[src/rtl/kmpsm_ram.sv]
`default_nettype none

module kmpsm_ram #(
	parameter int WIDTH = 8,
	parameter int DEPTH = 256
) (
	input  wire logic                     clk,
	input  wire logic                     we,
	input  wire logic [$clog2(DEPTH)-1:0] waddr,
	input  wire logic [WIDTH-1:0]         wdata,
	input  wire logic [$clog2(DEPTH)-1:0] raddr,
	output logic      [WIDTH-1:0]         rdata
);

	logic [WIDTH-1:0] mem [DEPTH];

	// one write port, one registered read port
	always_ff @(posedge clk) begin
		if (we) begin
			mem[waddr] <= wdata;
		end
		rdata <= mem[raddr];
	end

endmodule

`default_nettype wire

[config.mk]
export PLATFORM = sky130hd
export DESIGN_NAME = kmpsm_ram
export DESIGN_NICKNAME = d
export VERILOG_FILES = /design/src/rtl/kmpsm_ram.sv
export SDC_FILE = /design/constraint.sdc
export NUM_CORES = 2
export LEC_CHECK = 0
export ABC_AREA = 1
export BUFFER_PORTS_ARGS = -buffer_cell sky130_fd_sc_hd__buf_2
export CORE_ASPECT_RATIO = 0.8
export CORE_MARGIN = 4
export CORE_UTILIZATION = 59
export CTS_BUF_LIST = sky130_fd_sc_hd__clkbuf_8
export DETAILED_ROUTE_END_ITERATION = 12
export PLACE_DENSITY = 0.79
export SYNTH_ARGS = -nofsm -noshare
export SYNTH_HDL_FRONTEND = slang
export SYNTH_SLANG_ARGS = --single-unit
[constraint.sdc]
create_clock -name clk -period 1.7 [get_ports clk]
set_clock_uncertainty 0.05 [all_clocks]
set_input_delay 0 -clock clk [delete_from_list [all_inputs] [get_ports clk]]
set_output_delay 0 -clock clk [all_outputs]
set_load 0.1 [all_outputs]
### Yosys cells after proc, flatten, opt, wreduce, memory -nomap -nowiden

Memories as Yosys holds them, arrays and structs flattened. A register that Yosys moved wholly into a read port is not among the register bits.
Cells that the tools add are included.

| word-level totals | value |
|---|---|
| word-level logic and storage cells | 3 |
| bits in read-only memories | 0 |
| latch bits | 0 |
| memories kept | 1 |
| bits in registers | 0 |
| memory bits (writable) | 2048 |

Memories:

| name | words | bits a word | read ports | clocked after Yosys merged registers in | wr ports | RTL line | text |
|---|---|---|---|---|---|---|---|
| mem | 256 | 8 | 1 | 1 | 1 | 15 | `logic [WIDTH-1:0] mem [DEPTH];` |

| cells by class | value |
|---|---|
| multiplexer cells | 2 |
| order comparisons | 0 |
| divide/modulo/power cells | 0 |
| bitwise operators | 0 |
| multiply operators | 0 |
| shift operators | 0 |
| $add $sub $neg | 0 |
| equal/unequal tests | 0 |
| reduce and logical (&&, ||, !) cells | 0 |

Operator list:

| operator | count |
|---|---|
| 1-bit 2-to-1 mux | 2 |

### Depth between registers and ports, before layout

| logic depth | value |
|---|---|
| depth after elaboration | 2 |
| depth in mapped cells | 15 |
| depth with buffers taken out | 11 |

### Least setup slack after synthesis

Ideal clock, no wire load.

| path | value |
|---|---|
| kind | input -> register |
| start point | input we |
| end point | memory mem[162][0], enable pin |
| data arrival time | 1.121 ns |
| setup slack | 0.159 ns |
| setup time | 0.370 ns |
| required time | 1.280 ns |
| stages | 4 |
| path through | clkbuf_1 -> nand3_1 -> clkbuf_1 -> nor2_1 |

| on the way | value |
|---|---|
| longest elaborated chain between the ends | 2 |

Ends and longest elaborated chain:

| element | RTL line | text |
|---|---|---|
| start: declaration | 8 | `input wire logic we,` |
| 1-bit 2-to-1 mux | 19 | `if (we) begin` |
| 1-bit 2-to-1 mux (not written as such) | 20 | `mem[waddr] <= wdata;` |
| end: declaration | 15 |  |

No other way between the ends.

==> metrics.md <==
| Metric | Value |
|---|---|
| Outcome | `finished, violations left` |
| Violations in the final reports | `negative hold slack, negative setup slack` |
| XOR/XNOR share of the synthesized area | `0%` |
| Cell count of the worst reg-to-reg path | `10` |
| Top cell type's share of synthesized area | `73.74%` |
| Die width | `428.3 um` |
| Antenna violations before repair | `14` |
| Number of violations reported at the end of detailed-routing iteration 0 | `10,800` |
| Setup ws final | `-0.03301 ns` |
| Number of CTS-inserted buffers | `317` |
| Worst Setup Start Kind | `flip-flop` |
| Max Clock Freq | `577.0 MHz` |
| Relative slew slack | `17.41%` |
| Minimum setup slack among reg-to-reg paths | `-0.03 ns` |
| Buffering stage count on the worst path with inverters included | `0` |
| Port bufs | `33` |
| CTS tree | `built` |
| Worst hold slack | `-0.5737 ns` |
| Compound-gate portion of the synthesized area | `0%` |
| CTS max path bufs | `4` |
| Cell family contributing the most delay on the critical path | `simple AND/OR/NAND/NOR gates` |
| Filler cells | `8,985` |
| Endpoint class of the critical path | `flip-flop` |
| Endpoint of the worst hold path | `rdata[3]$_DFF_P_` |
| Seq. cell area | `0.06169 mm^2` |
| Post-synthesis sequential element count | `2,056` |
| Synthesized net count | `7,029` |
| Multiplexer fraction of the synthesized cell area | `0%` |
| Detail Route Antenna Nets | `0` |
| Setup repair after global routing missed its margin | `true` |
| Dpl ws | `-0.8698 ns` |
| Area of the multi-input gates | `0.02011 mm^2` |
| Sum of negative setup slack | `-0.09771 ns` |
| IO Count | `34` |
| Clock root buffer | `sky130_fd_sc_hd__clkbuf_8` |
| Final setup violation count | `9` |
| Post-CTS clock slew at the launch and capture registers of the worst setup and hold paths | `0.07 ns` |
| Number of buffers inserted by post-CTS setup repair | `0` |
| Count of clock tree sinks | `2,056` |
| Proportion of layout cells with a drive suffix above 1 | `16.21%` |
| Data required time at the worst endpoint | `2.56 ns` |
| Effective utilization at floorplan | `59.35%` |
| Period minus WS final | `1.733 ns` |
| Capture instance of the worst register-to-register path | `rdata[0]$_DFF_P_` |
| Number of cells traversed by the worst hold path | `3` |
| Worst Path Arrival | `2.59 ns` |
| Wire length of the first global-routing pass | `355.7 mm` |
| Launch point of the worst reg-to-reg path | `mem[101][0]$_DFFE_PP_` |
| Full die area | `0.1475 mm^2` |
| Detailed-route DRC error count | `0` |
| Maximum vdd ir drop | `1.107 mV` |
| Weighted congestion at the end of routability-driven global placement | `0.9313` |
| Synthesized instance count | `7,003` |
| Layout Nets | `7,624` |
| Residual overflow from global routing | `0` |
| Area share of and/or/nand/nor cells after synthesis | `22.95%` |
| Crit Path Max Fanout | `1` |
| Number of warning messages in the yosys log | `0` |
| Final slew viol count | `0` |
| Cell Area, Synth | `0.08340 mm^2` |
| Number of maximum-capacitance constraint violations | `0` |
| Distinct cell type count of the synthesized netlist | `14` |
| Synthesized area per cell | `11.91 um^2` |
| Cell Rows | `123` |
| Critical path, cell by cell | `nand2_1 > nand3_1 > nand3_1 > nand3_1 > nand3_2 > nand3_2 > nand3_2 > nand2_1 > nand2_2 > nand2_1` |
| Pwr per Cell Area | `1037 mW/mm^2` |
| Maximum number of pins on one net before global-route repair | `99` |
| HPWL reported at the end of detailed placement | `146.4 mm` |
| Total wire length | `241.7 mm` |
| Leading area contributor after synthesis | `sky130_fd_sc_hd__edfxtp_1` |
| Hold violation count in the final report | `9` |
| Largest family of logic cells by synthesized area | `simple AND/OR/NAND/NOR gates` |
| Leakage Power | `35.61 nW` |
| Crit path largest cell delay | `0.41 ns` |
| H-tree levels | `5` |
| Average wire length per cell after detail routing | `24.92 um` |
| Worst-Margin Slew | `1.235 ns` |
| Vias in the first global route | `57,360` |
| Crit path max-delay cell type | `sky130_fd_sc_hd__edfxtp_1` |
| Hold Path Origin | `raddr[7]` |
| WS Path Type | `reg -> reg` |
| Adder-cell area share of the yosys netlist | `0%` |
| Total iterations of the first detailed-routing run | `6` |
| Routed vias | `60,590` |
| Worst-skew pair later-pin latency | `1.06 ns` |
| Post-synthesis sequential area ratio | `73.94%` |
| Relative area change from synthesis to final layout | `16.98%` |
| Path category of the worst min-delay check | `in -> reg` |
| Final period util | `101.9%` |
| Cells taking the most area after synthesis | `sky130_fd_sc_hd__edfxtp_1 (74%), sky130_fd_sc_hd__nand3_1 (12%), sky130_fd_sc_hd__nand2_1 (9.6%)` |
| GRT Util Overall | `32.16%` |
| Die Y-Extent | `344.3 um` |
| Placeable core region | `0.1405 mm^2` |
| Final core occ | `69.43%` |
| Detailed-route vias per instance | `6.248` |
## layer usage
metal,vias up,track usage (%),routed length (um)
met5,-,0,82
met4,8,14.42,11570
met3,783,9.466,38860
met2,5077,47.67,106400
met1,28630,44.69,84730
li1,26090,-,-
## kinds of logic (layout without fill, tap and decap cells)
logic type / after synthesis / in the layout
buf+inv: 522 / 1333
flops: 2056 / 2056
other cells: 0 / 8
simple gates: 4425 / 4425
## worst reg2reg max path: cells and delay by family (launching register included)
family,cells,cell delay (ns)
DFF,1,0.41
and+or+nand+nor,10,1.14
## cell usage after synthesis
library cell,number
sky130_fd_sc_hd__nand2_1,2123
sky130_fd_sc_hd__nand3_1,2019
sky130_fd_sc_hd__buf_6,16
sky130_fd_sc_hd__edfxtp_1,2048
sky130_fd_sc_hd__buf_4,46
sky130_fd_sc_hd__inv_2,2
sky130_fd_sc_hd__dfxtp_1,8
sky130_fd_sc_hd__inv_4,1
sky130_fd_sc_hd__nor2_1,283
sky130_fd_sc_hd__inv_1,36
sky130_fd_sc_hd__buf_2,268
sky130_fd_sc_hd__buf_1,40
sky130_fd_sc_hd__clkbuf_1,112
sky130_fd_sc_hd__buf_8,1
## cell usage in the layout, fill, tap and decap left out
cell type                        synthesis  routed
sky130_fd_sc_hd__nand2_1              2123    2116
sky130_fd_sc_hd__clkinvlp_4              0       5
sky130_fd_sc_hd__clkinv_8                0       1
sky130_fd_sc_hd__nand3_1              2019    1870
sky130_fd_sc_hd__dlymetal6s4s_1          0       1
sky130_fd_sc_hd__nand2_4                 0       2
sky130_fd_sc_hd__inv_16                  0       1
sky130_fd_sc_hd__buf_6                  16      11
sky130_fd_sc_hd__nand2_2                 0       5
sky130_fd_sc_hd__edfxtp_1             2048    2048
sky130_fd_sc_hd__buf_8                   1      11
sky130_fd_sc_hd__nand3_2                 0     130
sky130_fd_sc_hd__nor2_4                  0       2
sky130_fd_sc_hd__inv_6                   0       1
sky130_fd_sc_hd__clkinv_2                0      25
sky130_fd_sc_hd__inv_1                  36     137
sky130_fd_sc_hd__inv_8                   0       2
sky130_fd_sc_hd__clkbuf_16               0       1
sky130_fd_sc_hd__clkinv_1                0      71
sky130_fd_sc_hd__buf_2                 268      12
sky130_fd_sc_hd__buf_4                  46     536
sky130_fd_sc_hd__nor2_2                  0      16
sky130_fd_sc_hd__clkbuf_8                0     323
sky130_fd_sc_hd__bufinv_16               0       6
sky130_fd_sc_hd__buf_12                  0     147
sky130_fd_sc_hd__inv_4                   1       1
sky130_fd_sc_hd__dfxtp_4                 0       8
sky130_fd_sc_hd__nor2_1                283     265
sky130_fd_sc_hd__diode_2                 0       8
sky130_fd_sc_hd__nand3_4                 0      19
sky130_fd_sc_hd__inv_2                   2       1
sky130_fd_sc_hd__dlygate4sd3_1           0      39
sky130_fd_sc_hd__clkbuf_4                0       1
## stage by stage
step / cells / total power, mW / hold slack (ns) / cell area, um^2
6_report: 9697 / 101.1 / -0.5737 / 97560
5_1_grt: 9691 / 104.0 / -0.5782 / 97540
4_1_cts: 9689 / 100.8 / -0.6384 / 96710
3_5_place_dp: 9111 / 64.22 / 0.3421 / 90440
3_3_place_gp: 9111 / 64.04 / 0.3420 / 90440
2_1_floorplan: 7003 / 60.63 / 0.04887 / 83400
## what timing repair did
action | CTS | global route
endpoints found under the hold margin | 4070 | 146
endpoints found under the setup margin | 16 | 345
pin swaps | 1 | 19
hold buffers | 43 | 2
gates resized for setup | 90 | 168
cloned | 0 | 1
## power by group
group          switching (mW)  leakage (nW)  internal, mW
Sequential             0.0874          18.5          55.9
Combinational            5.58          14.0          2.40
Clock                    18.7          3.18          18.5
## layout make-up
class | count | share of cell area [%]
diodes | 8 | 0.02052
clock buffers | 323 | 4.557
flip-flops and latches | 2056 | 63.23
well taps | 1875 | 2.405
inverters | 39 | 0.1847
repair buffers | 759 | 7.945
multi-input cells | 4425 | 20.61
clock inverters | 212 | 1.047
## state kept, by name, summed over array words and instances, names as in the netlist
| signal | cells |
|---|---|
| rdata | 8 |
| mem | 2048 |
## how the worst max path moves through the flow
stage | start | end | slack (ns) | cells past startpoint
floorplan | we | mem[162][0]$_DFFE_PP_ | 0.16 | 4
global placement | raddr[0] | rdata[4]$_DFF_P_ | -0.83 | 14
detailed placement | raddr[0] | rdata[4]$_DFF_P_ | -0.87 | 15
CTS | mem[66][2]$_DFFE_PP_ | rdata[2]$_DFF_P_ | -0.02 | 10
global route | mem[69][2]$_DFFE_PP_ | rdata[2]$_DFF_P_ | -0.09 | 10
finish | mem[101][0]$_DFFE_PP_ | rdata[0]$_DFF_P_ | -0.03 | 10
Power figures use the tool's default switching activity.
